==> src/sv/pump_channel_run_controller_top_defines.svh <==
// Assertion macros for the pump channel run controller.
// Used by the top level only; no other dependencies.
`ifndef PUMP_CHANNEL_RUN_CONTROLLER_TOP_DEFINES_SVH
`define PUMP_CHANNEL_RUN_CONTROLLER_TOP_DEFINES_SVH

// Assert that cond implies the next-cycle consequence.
`define PCR_ASSERT_NEXT(label, clk, rst_n, cond, cons, msg) \
  label: assert property (@(posedge clk) disable iff (!rst_n) (cond) |=> (cons)) \
    else $error(msg);

// Assert an invariant while out of reset.
`define PCR_ASSERT_ALWAYS(label, clk, rst_n, cond, msg) \
  label: assert property (@(posedge clk) disable iff (!rst_n) (cond)) else $error(msg);

`endif

==> src/sv/pcr_pkg.sv <==
// Package for the pump channel run controller: widths, codes, record type.
// No dependencies.
`default_nettype none
package pcr_pkg;
  localparam int CHANNELS = 8;
  localparam int CW = $clog2(CHANNELS);

  localparam logic [2:0] CMD_TICK  = 3'd0;
  localparam logic [2:0] CMD_RUN   = 3'd1;
  localparam logic [2:0] CMD_STOP  = 3'd2;
  localparam logic [2:0] CMD_ALL   = 3'd3;
  localparam logic [2:0] CMD_QUERY = 3'd4;

  localparam logic [2:0] RC_OK    = 3'd0;
  localparam logic [2:0] RC_BADLEN = 3'd1;
  localparam logic [2:0] RC_NOTFND = 3'd2;
  localparam logic [2:0] RC_COOL  = 3'd3;
  localparam logic [2:0] RC_ALRON = 3'd4;
  localparam logic [2:0] RC_UNDER = 3'd5;
  localparam logic [2:0] RC_OVER  = 3'd6;

  localparam logic [1:0] MODE_OFF  = 2'd0;
  localparam logic [1:0] MODE_ON   = 2'd1;
  localparam logic [1:0] MODE_COOL = 2'd2;

  localparam logic [2:0] REG_COUNT = 3'd0;
  localparam logic [2:0] REG_LIMIT = 3'd1;
  localparam logic [2:0] REG_COOLD = 3'd2;
  localparam logic [2:0] REG_LOW   = 3'd3;
  localparam logic [2:0] REG_HIGH  = 3'd4;
  localparam logic [2:0] REG_CHECK = 3'd5;

  // per-channel record held in the channel memory
  typedef struct packed {
    logic [1:0]  mode;
    logic        on;
    logic [47:0] start_stamp;
    logic [31:0] run_length;
    logic [47:0] stop_stamp;
    logic [47:0] total_on;
    logic [31:0] last_length;
    logic [31:0] starts;
    logic [31:0] failures;
    logic [31:0] over_ev;
    logic [31:0] under_ev;
    logic        last_good;
    logic        cmd_good;
  } chan_rec_t;

  localparam int REC_W = $bits(chan_rec_t);
endpackage
`default_nettype wire

==> src/sv/pcr_ram.sv <==
// Generic single-port-write, single-read RAM with registered read data.
// No dependencies.
`default_nettype none
module pcr_ram #(
  parameter int WIDTH = 8,
  parameter int DEPTH = 8
) (
  input  wire logic                     clk,
  input  wire logic                     we,
  input  wire logic [$clog2(DEPTH)-1:0] waddr,
  input  wire logic [WIDTH-1:0]         wdata,
  input  wire logic [$clog2(DEPTH)-1:0] raddr,
  output logic      [WIDTH-1:0]         rdata
);
  logic [WIDTH-1:0] mem [DEPTH];

  always_ff @(posedge clk) begin
    if (we) mem[waddr] <= wdata;
    rdata <= mem[raddr];
  end
endmodule
`default_nettype wire

==> src/sv/pcr_cfg.sv <==
// Configuration register file of the pump channel run controller.
// Depends on pcr_pkg.
`default_nettype none
module pcr_cfg import pcr_pkg::*; (
  input  wire logic        clk,
  input  wire logic        rst_n,
  input  wire logic        we,
  input  wire logic [2:0]  idx,
  input  wire logic [31:0] wdata,
  output logic [CW:0]      active_n,
  output logic [31:0]      limit,
  output logic [31:0]      cooldown,
  output logic signed [15:0] low_ma,
  output logic signed [15:0] high_ma,
  output logic             check_on
);
  logic [3:0] count_r;
  logic [31:0] limit_r;

  always_ff @(posedge clk) begin
    if (!rst_n) begin
      count_r <= '0; limit_r <= 32'd60000; cooldown <= 32'd5000;
      low_ma <= '0; high_ma <= 16'sd32767; check_on <= 1'b0;
    end else if (we) begin
      unique case (idx)
        REG_COUNT: count_r  <= wdata[3:0];
        REG_LIMIT: limit_r  <= wdata;
        REG_COOLD: cooldown <= wdata;
        REG_LOW:   low_ma   <= wdata[15:0];
        REG_HIGH:  high_ma  <= wdata[15:0];
        REG_CHECK: check_on <= wdata[0];
        default: ;
      endcase
    end
  end

  // clamp count to CHANNELS, zero limit acts as 1
  always_comb begin
    if ({28'd0, count_r} > 32'(CHANNELS)) active_n = (CW+1)'(CHANNELS);
    else active_n = (CW+1)'(count_r);
    limit = (limit_r == '0) ? 32'd1 : limit_r;
  end
endmodule
`default_nettype wire

==> src/sv/pcr_ctrl.sv <==
// Sequencer: read-modify-write of channel records in the channel memory.
// Depends on pcr_pkg and pcr_ram.
`default_nettype none
module pcr_ctrl import pcr_pkg::*; (
  input  wire logic        clk,
  input  wire logic        rst_n,
  input  wire logic        in_valid,
  output logic             in_ready,
  input  wire logic [2:0]  cmd,
  input  wire logic [2:0]  chan,
  input  wire logic [31:0] run_ms,
  input  wire logic signed [15:0] sample,
  input  wire logic        sample_valid,
  output logic             out_valid,
  input  wire logic        out_ready,
  output logic [222:0]     out_data,
  input  wire logic [CW:0] active_n,
  input  wire logic [31:0] limit,
  input  wire logic [31:0] cooldown,
  input  wire logic signed [15:0] low_ma,
  input  wire logic signed [15:0] high_ma,
  input  wire logic        check_on
);
  typedef enum logic [2:0] {S_CLR, S_IDLE, S_READ, S_WAIT, S_MOD, S_FIN, S_OUT} st_t;

  st_t st_r;
  logic [2:0] cmd_r, chan_r, code_r;
  logic [31:0] len_r;
  logic signed [15:0] smp_r;
  logic sv_r;
  logic [CW-1:0] idx_r;
  logic [47:0] clock_r;
  logic [CHANNELS-1:0] onmask_r;
  logic found_r;
  logic [222:0] data_r;
  logic [222:0] res;

  logic we;
  chan_rec_t wrec, rrec, nrec;
  logic [2:0] ncode;
  logic [47:0] el_start, el_stop;

  pcr_ram #(.WIDTH(REC_W), .DEPTH(CHANNELS)) u_mem (
    .clk(clk), .we(we), .waddr(idx_r), .wdata(wrec),
    .raddr(idx_r), .rdata(rrec)
  );

  // record update for the entry just read
  always_comb begin
    logic halt, runok;
    nrec = rrec;
    ncode = RC_OK;
    halt = 1'b0;
    runok = 1'b0;
    el_start = clock_r - rrec.start_stamp;
    el_stop = clock_r - rrec.stop_stamp;
    case (cmd_r)
      CMD_TICK: halt = rrec.on && (el_start >= {16'd0, rrec.run_length});
      CMD_STOP, CMD_ALL: halt = rrec.on;
      CMD_QUERY: if (rrec.mode == MODE_COOL && el_stop >= {16'd0, cooldown})
        nrec.mode = MODE_OFF;
      CMD_RUN: begin
        runok = 1'b1;
        if (rrec.mode == MODE_COOL && el_stop >= {16'd0, cooldown}) nrec.mode = MODE_OFF;
        if (nrec.mode == MODE_COOL) begin
          ncode = RC_COOL; runok = 1'b0;
        end else if (rrec.on) begin
          ncode = RC_ALRON; runok = 1'b0;
        end else begin
          nrec.cmd_good = 1'b0; nrec.last_good = 1'b0;
          if (check_on && sv_r && (smp_r < low_ma || smp_r > high_ma)) begin
            runok = 1'b0;
            nrec.failures = rrec.failures + 32'd1;
            if (smp_r < low_ma) begin
              nrec.under_ev = rrec.under_ev + 32'd1; ncode = RC_UNDER;
            end else begin
              nrec.over_ev = rrec.over_ev + 32'd1; ncode = RC_OVER;
            end
          end
        end
        if (runok) begin
          nrec.mode = MODE_ON; nrec.on = 1'b1; nrec.start_stamp = clock_r;
          nrec.run_length = (len_r > limit) ? limit : len_r;
          nrec.last_good = 1'b1; nrec.cmd_good = 1'b1;
          nrec.starts = rrec.starts + 32'd1;
        end
      end
      default: ;
    endcase
    if (halt) begin
      nrec.on = 1'b0; nrec.mode = MODE_COOL; nrec.stop_stamp = clock_r;
      nrec.total_on = rrec.total_on + el_start;
      nrec.last_length = el_start[31:0];
      nrec.last_good = rrec.cmd_good;
    end
  end

  // result record from the reread entry, first field lowest
  always_comb begin
    res = '0;
    res[2:0] = code_r;
    res[13:6] = 8'(onmask_r);
    if (found_r) begin
      res[5:3] = {rrec.on, rrec.mode};
      res[45:14] = rrec.starts;
      res[77:46] = rrec.failures;
      res[109:78] = rrec.over_ev;
      res[141:110] = rrec.under_ev;
      res[173:142] = rrec.last_length;
      res[221:174] = rrec.total_on;
      res[222] = rrec.last_good;
    end
  end

  // clearing pass writes zero records after reset
  assign we = (st_r == S_MOD) || (st_r == S_CLR);
  assign wrec = (st_r == S_CLR) ? chan_rec_t'('0) : nrec;
  assign in_ready = (st_r == S_IDLE) && !out_valid;
  assign out_data = data_r;

  // sequencer; scan commands walk idx_r over active channels
  always_ff @(posedge clk) begin
    logic [CHANNELS-1:0] m;
    m = onmask_r;
    if (!rst_n) begin
      st_r <= S_CLR; idx_r <= '0;
      out_valid <= 1'b0; clock_r <= '0; onmask_r <= '0;
    end else begin
      if (out_valid && out_ready) out_valid <= 1'b0;
      unique case (st_r)
        S_CLR: begin
          if (idx_r == CW'(CHANNELS - 1)) begin
            idx_r <= '0; st_r <= S_IDLE;
          end else begin
            idx_r <= idx_r + CW'(1);
          end
        end
        S_IDLE: if (in_valid && in_ready) begin
          cmd_r <= cmd; chan_r <= chan; len_r <= run_ms; smp_r <= sample;
          sv_r <= sample_valid; code_r <= RC_OK;
          found_r <= {1'b0, chan} < 4'(active_n);
          if (cmd == CMD_TICK) clock_r <= clock_r + 48'd1;
          if (cmd == CMD_TICK || cmd == CMD_ALL) begin
            idx_r <= '0;
            st_r <= (active_n == '0) ? S_FIN : S_READ;
          end else if (cmd == CMD_RUN && run_ms == '0) begin
            idx_r <= chan[CW-1:0];
            code_r <= RC_BADLEN; st_r <= S_FIN;
          end else if (({1'b0, chan} >= 4'(active_n)) &&
                       (cmd == CMD_RUN || cmd == CMD_STOP || cmd == CMD_QUERY)) begin
            idx_r <= chan[CW-1:0];
            code_r <= RC_NOTFND; st_r <= S_FIN;
          end else begin
            idx_r <= chan[CW-1:0];
            st_r <= ({1'b0, chan} >= 4'(active_n)) ? S_FIN : S_READ;
          end
        end
        S_READ: st_r <= S_WAIT;
        S_WAIT: st_r <= S_MOD;
        S_MOD: begin
          m[idx_r] = nrec.on;
          onmask_r <= m;
          if (cmd_r == CMD_RUN) code_r <= ncode;
          if ((cmd_r == CMD_TICK || cmd_r == CMD_ALL) &&
              (32'(idx_r) + 32'd1 < 32'(active_n))) begin
            idx_r <= idx_r + CW'(1); st_r <= S_READ;
          end else begin
            idx_r <= chan_r[CW-1:0]; st_r <= S_FIN;
          end
        end
        S_FIN: st_r <= S_OUT;
        S_OUT: begin
          data_r <= res;
          out_valid <= 1'b1;
          st_r <= S_IDLE;
        end
        default: st_r <= S_IDLE;
      endcase
    end
  end
endmodule
`default_nettype wire

==> src/sv/pump_channel_run_controller_top.sv <==
// Channel    Dir  Transfer when           Payload
// in_        in   in_tvalid & in_tready   command, channel, run_ms, sample
// out_       out  out_tvalid & out_tready result record
// cfg_       in   cfg_we                  register write
// Run, stop, query and unused commands on an active channel pass the read, wait,
// modify, finish and output states; refusals of zero length or unknown channel
// skip to finish and output; tick and stop all repeat read, wait and modify per
// active channel of the single channel memory. Reset restores the registers; a
// write pass after reset zeroes the channel memory, with in_tready low meanwhile.
// An item is taken only after the previous result transfers.
// Depends on pcr_pkg, pcr_cfg, pcr_ctrl, pcr_ram and the defines header.
`include "pump_channel_run_controller_top_defines.svh"
`default_nettype none
module pump_channel_run_controller_top import pcr_pkg::*; (
  input  wire logic        clk,
  input  wire logic        rst_n,
  input  wire logic        in_tvalid,
  output logic             in_tready,
  // command[2:0] channel[5:3] run_ms[37:6] sample_ma[53:38] sample_valid[54]
  input  wire logic [55:0] in_tdata,
  output logic             out_tvalid,
  input  wire logic        out_tready,
  // result_code, channel_state, pump_on, drive_mask, starts, failures,
  // overcurrent, undercurrent, last_run_length, run_time_total, last_run_good
  output logic [223:0]     out_tdata,
  input  wire logic        cfg_we,
  input  wire logic [2:0]  cfg_index,
  input  wire logic [31:0] cfg_wdata
);
  logic [CW:0] active_n;
  logic [31:0] limit, cooldown;
  logic signed [15:0] low_ma, high_ma;
  logic check_on;
  logic [222:0] d;

  pcr_cfg u_cfg (.clk, .rst_n, .we(cfg_we), .idx(cfg_index), .wdata(cfg_wdata),
    .active_n, .limit, .cooldown, .low_ma, .high_ma, .check_on);

  pcr_ctrl u_ctrl (.clk, .rst_n, .in_valid(in_tvalid), .in_ready(in_tready),
    .cmd(in_tdata[2:0]), .chan(in_tdata[5:3]), .run_ms(in_tdata[37:6]),
    .sample(in_tdata[53:38]), .sample_valid(in_tdata[54]),
    .out_valid(out_tvalid), .out_ready(out_tready), .out_data(d),
    .active_n, .limit, .cooldown, .low_ma, .high_ma, .check_on);

  assign out_tdata = {1'b0, d};

  `PCR_ASSERT_NEXT(a_stall_hold, clk, rst_n, out_tvalid && !out_tready, out_tvalid, "result dropped")
  `PCR_ASSERT_ALWAYS(a_no_take, clk, rst_n, !(in_tready && out_tvalid), "input taken while busy")
endmodule
`default_nettype wire

==> config.mk <==
export PLATFORM = sky130hd
export DESIGN_NAME = pump_channel_run_controller_top
export DESIGN_NICKNAME = d
export VERILOG_FILES = /design/src/sv/pcr_pkg.sv /design/src/sv/pcr_ram.sv /design/src/sv/pcr_cfg.sv /design/src/sv/pcr_ctrl.sv /design/src/sv/pump_channel_run_controller_top.sv
export VERILOG_INCLUDE_DIRS = /design/src /design/src/sv
export SDC_FILE = /design/constraint.sdc
export NUM_CORES = 2
export LEC_CHECK = 0
export ABC_AREA = 1
export ABC_CLOCK_PERIOD_IN_PS = 19510
export BUFFER_PORTS_ARGS = -buffer_cell sky130_fd_sc_hd__buf_4
export CAP_MARGIN = 5
export CORE_MARGIN = 10
export CORE_UTILIZATION = 45
export CTS_CLUSTER_DIAMETER = 100
export CTS_CLUSTER_SIZE = 10
export DETAILED_ROUTE_END_ITERATION = 16
export PLACE_DENSITY = 0.69
export SETUP_SLACK_MARGIN = 0.2
export SYNTH_ARGS = -nofsm -noshare
export SYNTH_HDL_FRONTEND = slang
export SYNTH_SLANG_ARGS = --single-unit
==> constraint.sdc <==
create_clock -name clk -period 19.51 [get_ports clk]
set_input_delay 1.951 -clock clk [delete_from_list [all_inputs] [get_ports clk]]
set_output_delay 1.951 -clock clk [all_outputs]
set_load 0.02 [all_outputs]
==> report_table.html <==
<table>
<tr><th>Metric</th><th>Value</th></tr>
<tr><th colspan="2">Run status</th></tr>
<tr><td>Outcome</td><td>finished clean</td></tr>
<tr><th colspan="2">Yosys</th></tr>
<tr><td>Share of flip-flops with an asynchronous set or reset</td><td>0%</td></tr>
<tr><td>Fraction of the yosys area taken by sequential cells</td><td>roughly 69%</td></tr>
<tr><td>Top cells by instance count after synthesis</td><td>nand2_1 (3189), edfxtp_1 (3010), inv_1 (1116), nor2_1 (751), a21oi_1 (512)</td></tr>
<tr><td>Cell type with the highest aggregate area in the netlist</td><td>edfxtp_1</td></tr>
<tr><td>Yosys warnings</td><td>0</td></tr>
<tr><td>Library cell with the highest instance count after synthesis</td><td>nand2_1</td></tr>
<tr><td>Top area cells in the synthesized netlist</td><td>edfxtp_1 (62%), nand2_1 (8.2%), dfxtp_1 (6.9%)</td></tr>
<tr><td>Commonest register cell after synthesis</td><td>edfxtp_1</td></tr>
<tr><td>#FFs+latches synth</td><td>~3500</td></tr>
<tr><td>Number of instances in the synthesized netlist</td><td>roughly 13000</td></tr>
<tr><td>Number of flops mapped to enable cells by yosys</td><td>between 3000 and 4000</td></tr>
<tr><td>Post-synth cell types</td><td>65</td></tr>
<tr><td>Mean instance size in the synthesized netlist</td><td>around 12 sq um</td></tr>
<tr><td>Net Count, Synth</td><td>13000</td></tr>
<tr><td>Post-Syn Area</td><td>about 150000 sq um</td></tr>
<tr><td>Portion of synthesized cell area occupied by the leading cell type</td><td>a little over 60%</td></tr>
<tr><th colspan="2">STA</th></tr>
<tr><td>Worst hold slack after final layout</td><td>roughly 0.42 ns</td></tr>
<tr><td>RSZ-0062 raised after global routing</td><td>false</td></tr>
<tr><td>Minimum clock period after layout</td><td>7.69 ns</td></tr>
<tr><td>Setup WS post-layout</td><td>approximately 12 ns</td></tr>
<tr><td>Slew at the pin with the worst max-slew slack</td><td>1.30 ns</td></tr>
<tr><td>Final Hold Violating Endpoints</td><td>0</td></tr>
<tr><td>Crit share post-route</td><td>around two fifths</td></tr>
<tr><td>Sum of negative setup slack</td><td>0 ns</td></tr>
<tr><td>Final setup vio count</td><td>0</td></tr>
<tr><td>Slew Viols, Final</td><td>0</td></tr>
<tr><td>Worst-case clock skew</td><td>around 0.087 ns</td></tr>
<tr><td>Tightest slew margin relative to the limit</td><td>between 10 and 15%</td></tr>
<tr><td>Max Clock Freq</td><td>130 MHz</td></tr>
<tr><th colspan="2">Clocking</th></tr>
<tr><td>Clk Latency, worst-skew pair</td><td>0.98 ns</td></tr>
<tr><td>Number of gates given a new drive strength after cts</td><td>0</td></tr>
<tr><td>Number of sinks handled by clock tree synthesis</td><td>3515</td></tr>
<tr><td>Buffers inserted during post-CTS setup optimization</td><td>0</td></tr>
<tr><td>Max Root-Sink Buffers</td><td>4</td></tr>
<tr><td>Clock transition at the registers of the reported paths</td><td>roughly 0.06 ns</td></tr>
<tr><td>Clock root cell</td><td>clkbuf_16</td></tr>
<tr><td>Clock buffers created by TritonCTS</td><td>a little under 400</td></tr>
<tr><td>H-tree depth reported by CTS</td><td>5</td></tr>
<tr><td>Cts-stage hold buffer count</td><td>0</td></tr>
<tr><td>CTS tree</td><td>built</td></tr>
<tr><th colspan="2">Detailed routing</th></tr>
<tr><td>Via density</td><td>5.64</td></tr>
<tr><td>Total iterations of the first detailed-routing run</td><td>8</td></tr>
<tr><td>DR WL/cell</td><td>approximately 24 microns</td></tr>
<tr><td>Iteration-0 DRC Markers</td><td>around 10000</td></tr>
<tr><td>Detailed-route DRC error count</td><td>0</td></tr>
<tr><td>Aggregate routed wire length</td><td>422000 microns</td></tr>
<tr><td>Vias post-DR</td><td>approximately 99000</td></tr>
<tr><td>DRT antenna net count</td><td>0</td></tr>
<tr><th colspan="2">Min path</th></tr>
<tr><td>Cell depth of the worst min-delay path</td><td>2</td></tr>
<tr><td>Tightest Hold Check Type</td><td>flop to flop</td></tr>
<tr><td>Worst Min Path Start</td><td>u_ctrl.u_mem.mem[0][271]</td></tr>
<tr><th colspan="2">Setup path</th></tr>
<tr><td>Worst path required time</td><td>between 20 and 25 ns</td></tr>
<tr><td>FF-to-FF Start</td><td>u_ctrl.clock_r[0]</td></tr>
<tr><td>Critical Path Sink Type</td><td>flop</td></tr>
<tr><td>Largest fanout of any net on the critical path</td><td>between 50 and 60</td></tr>
<tr><td>CP Cell Sequence</td><td>inv_1 -&gt; ha_1 -&gt; inv_1 -&gt; fa_1 -&gt; nand3_1 -&gt; nand2_1 -&gt; nand3_1 -&gt; nand2_1 -&gt; a211oi_1 -&gt; xnor2_1 -&gt; ha_1 -&gt; nand2_1 -&gt; nor4b_1 -&gt; nand2_1 -&gt; nand2_1 -&gt; nor2_1 -&gt; nand3_1 -&gt; nor2_1 -&gt; nor2_4 -&gt; buf_4 -&gt; buf_4 -&gt; o21ai_0 -&gt; a21oi_1</td></tr>
<tr><td>CP max-delay cell</td><td>nor2_4</td></tr>
<tr><td>Worst stage delay on the critical path</td><td>0.83 ns</td></tr>
<tr><td>Timing startpoint of the critical path</td><td>u_ctrl.clock_r[0]</td></tr>
<tr><td>Register-to-Register Path Depth</td><td>23</td></tr>
<tr><td>Most used cell, CP</td><td>nand2_1</td></tr>
<tr><td>Kind of critical path</td><td>flop to flop</td></tr>
<tr><td>Startpoint kind of the worst setup timing path</td><td>flop</td></tr>
<tr><td>Critical path data arrival time</td><td>approximately 8.4 ns</td></tr>
<tr><th colspan="2">Place</th></tr>
<tr><td>Post-place instance area</td><td>154000 sq um</td></tr>
<tr><td>Dpl hpwl</td><td>between 200000 and 300000 microns</td></tr>
<tr><td>Post-Place Cells</td><td>16900</td></tr>
<tr><td>I/O Buffers</td><td>between 300 and 400</td></tr>
<tr><td>Gp weighted congestion</td><td>just under 1</td></tr>
<tr><td>Pre-CTS WS</td><td>between 10 and 15 ns</td></tr>
<tr><th colspan="2">Global route</th></tr>
<tr><td>First-pass GRT wire length</td><td>between 600000 and 700000 microns</td></tr>
<tr><td>Vias in the first global route</td><td>95100</td></tr>
<tr><td>Largest net degree at the start of global routing</td><td>between 100 and 150</td></tr>
<tr><td>Antenna violations before repair</td><td>8</td></tr>
<tr><td>Final global-route overflow total</td><td>0</td></tr>
<tr><td>Global Route Usage Sum</td><td>between 20 and 25%</td></tr>
<tr><th colspan="2">Floorplan</th></tr>
<tr><td>Die outline area</td><td>348000 sq um</td></tr>
<tr><td>Height of the die</td><td>about 600 microns</td></tr>
<tr><td>Initial Util</td><td>45.1%</td></tr>
<tr><td>Core ar.</td><td>about 320000 sq um</td></tr>
<tr><td>Number of standard-cell rows in the floorplan</td><td>209</td></tr>
<tr><td>Die outline width</td><td>slightly below 600 microns</td></tr>
<tr><td>Boundary Pins</td><td>roughly 320</td></tr>
<tr><th colspan="2">Finish</th></tr>
<tr><td>Area growth, synth to finish</td><td>13.0%</td></tr>
<tr><td># nets final</td><td>around 13000</td></tr>
<tr><td>Fraction of final layout cells with drive strength greater than 1</td><td>slightly below 8%</td></tr>
<tr><td>Number of cells in the finished layout apart from fillers</td><td>roughly 18000</td></tr>
<tr><td>Finished Cell Area</td><td>about 170000 sq um</td></tr>
<tr><th colspan="2">Power and ir drop</th></tr>
<tr><td>Total leakage power</td><td>~62 nW</td></tr>
<tr><td>Power Density</td><td>between 100 and 150 nW/um^2</td></tr>
<tr><td>Max VDD drop</td><td>between 0.08 and 0.09 mV</td></tr>
<tr><th colspan="2">Flow run</th></tr>
<tr><td>Max-cap viol count</td><td>0</td></tr>
</table>
critical path: cells and delay by family (launching register included):
| family | cells | cell delay (ns) |
|---|---|---|
| fa+ha+maj | 3 | 1.15 |
| flops | 1 | 0.34 |
| compound gates | 3 | 1.32 |
| xor+xnor | 1 | 0.45 |
| buf+inv | 4 | 1.66 |
| simple gates | 12 | 2.42 |
metal layers:
metal / global-route usage [%] / wire (microns)
met2: 38.2 / 198000
met3: 3.87 / 36100
met1: 31.1 / 172000
met4: 8.37 / 16200
met5: 0 / 13
cell type report:
type,instances,area [sq um]
tap,4325,5410
timing repair buffer,513,4040
multi-input combinational,7405,39300
antenna,4,10.0
inverter,1152,4340
fill,27800,159000
sequential,3515,101000
clock buffer,684,11000
clock inverter,25,498
sequential cells by signal, indices dropped and copies added (netlist names):
name and cells:
u_cfg.limit_r 32, u_ctrl.out_data 223, u_ctrl.sv_r 1, u_cfg.high_ma 16, u_ctrl.len_r 32, u_ctrl.cmd_r 3
u_ctrl.found_r 1, u_cfg.count_r 4, u_ctrl.code_r 3, u_cfg.low_ma 16, u_ctrl.idx_r 3, u_ctrl.chan_r 3
u_ctrl.clock_r 48, u_ctrl.u_mem.mem 2728, u_ctrl.st_r 3, u_cfg.check_on 1, u_ctrl.out_valid 1, u_ctrl.onmask_r 8
u_cfg.cooldown 32, u_ctrl.smp_r 16, u_ctrl.u_mem.rdata 341
power breakdown:
| group | leakage [nW] | switching [W] | internal (W) |
|---|---|---|---|
| combinational | 24.1 | 0.00231 | 0.000951 |
| clock | 5.44 | 0.00289 | 0.00383 |
| sequential | 32.5 | 0.000385 | 0.00877 |
path summary, 6_finish.rpt:
| check | to | slack (ns) |
|---|---|---|
| setup / recovery | u_ctrl.u_mem.mem[1][131] | 11.82 |
| hold / removal | u_ctrl.u_mem.rdata[271] | 0.42 |
| setup reg to reg | u_ctrl.u_mem.mem[1][131] | 11.82 |
| hold reg to reg | u_ctrl.u_mem.rdata[271] | 0.42 |
cells by family (layout without fill, tap and decap cells):
kind of cell / after synthesis / in the layout / synth area share (%)
adder cells (fa/ha/maj): 284 / 284 / 2.45
AND/OR/NAND/NOR: 4820 / 4820 / 13.7
flip-flops: 3515 / 3515 / 68.8
other: 1 / 5 / 0.00257
XOR/XNOR: 197 / 197 / 1.18
buffers and inverters: 1687 / 2374 / 4.46
AO/OA/AOI/OAI: 2103 / 2103 / 9.42
through the flow:
stage | power (W) | util (%)
final | 0.0191 | 51.0
after CTS | 0.0192 | 51.0
after global routing | 0.0199 | 51.0
after detailed placement | 0.0125 | 47.4
after floorplan | 0.0115 | -
after global placement | 0.0125 | 47.4
cell usage in the layout, fill, tap and decap left out, types with 196 or more instances in the layout:
master	netlist	final
a21oi_1	512	512
dfxtp_1	505	504
a22oi_1	398	398
ha_1	281	281
nand4_1	397	397
a221oi_1	317	317
o21ai_0	507	507
nor2_1	751	739
clkbuf_16	0	397
nand2_1	3189	3187
inv_1	1116	1112
clkbuf_1	406	286
edfxtp_1	3010	3010
buf_4	8	498
nand3_1	197	196
Power figures use the tool's default switching activity.
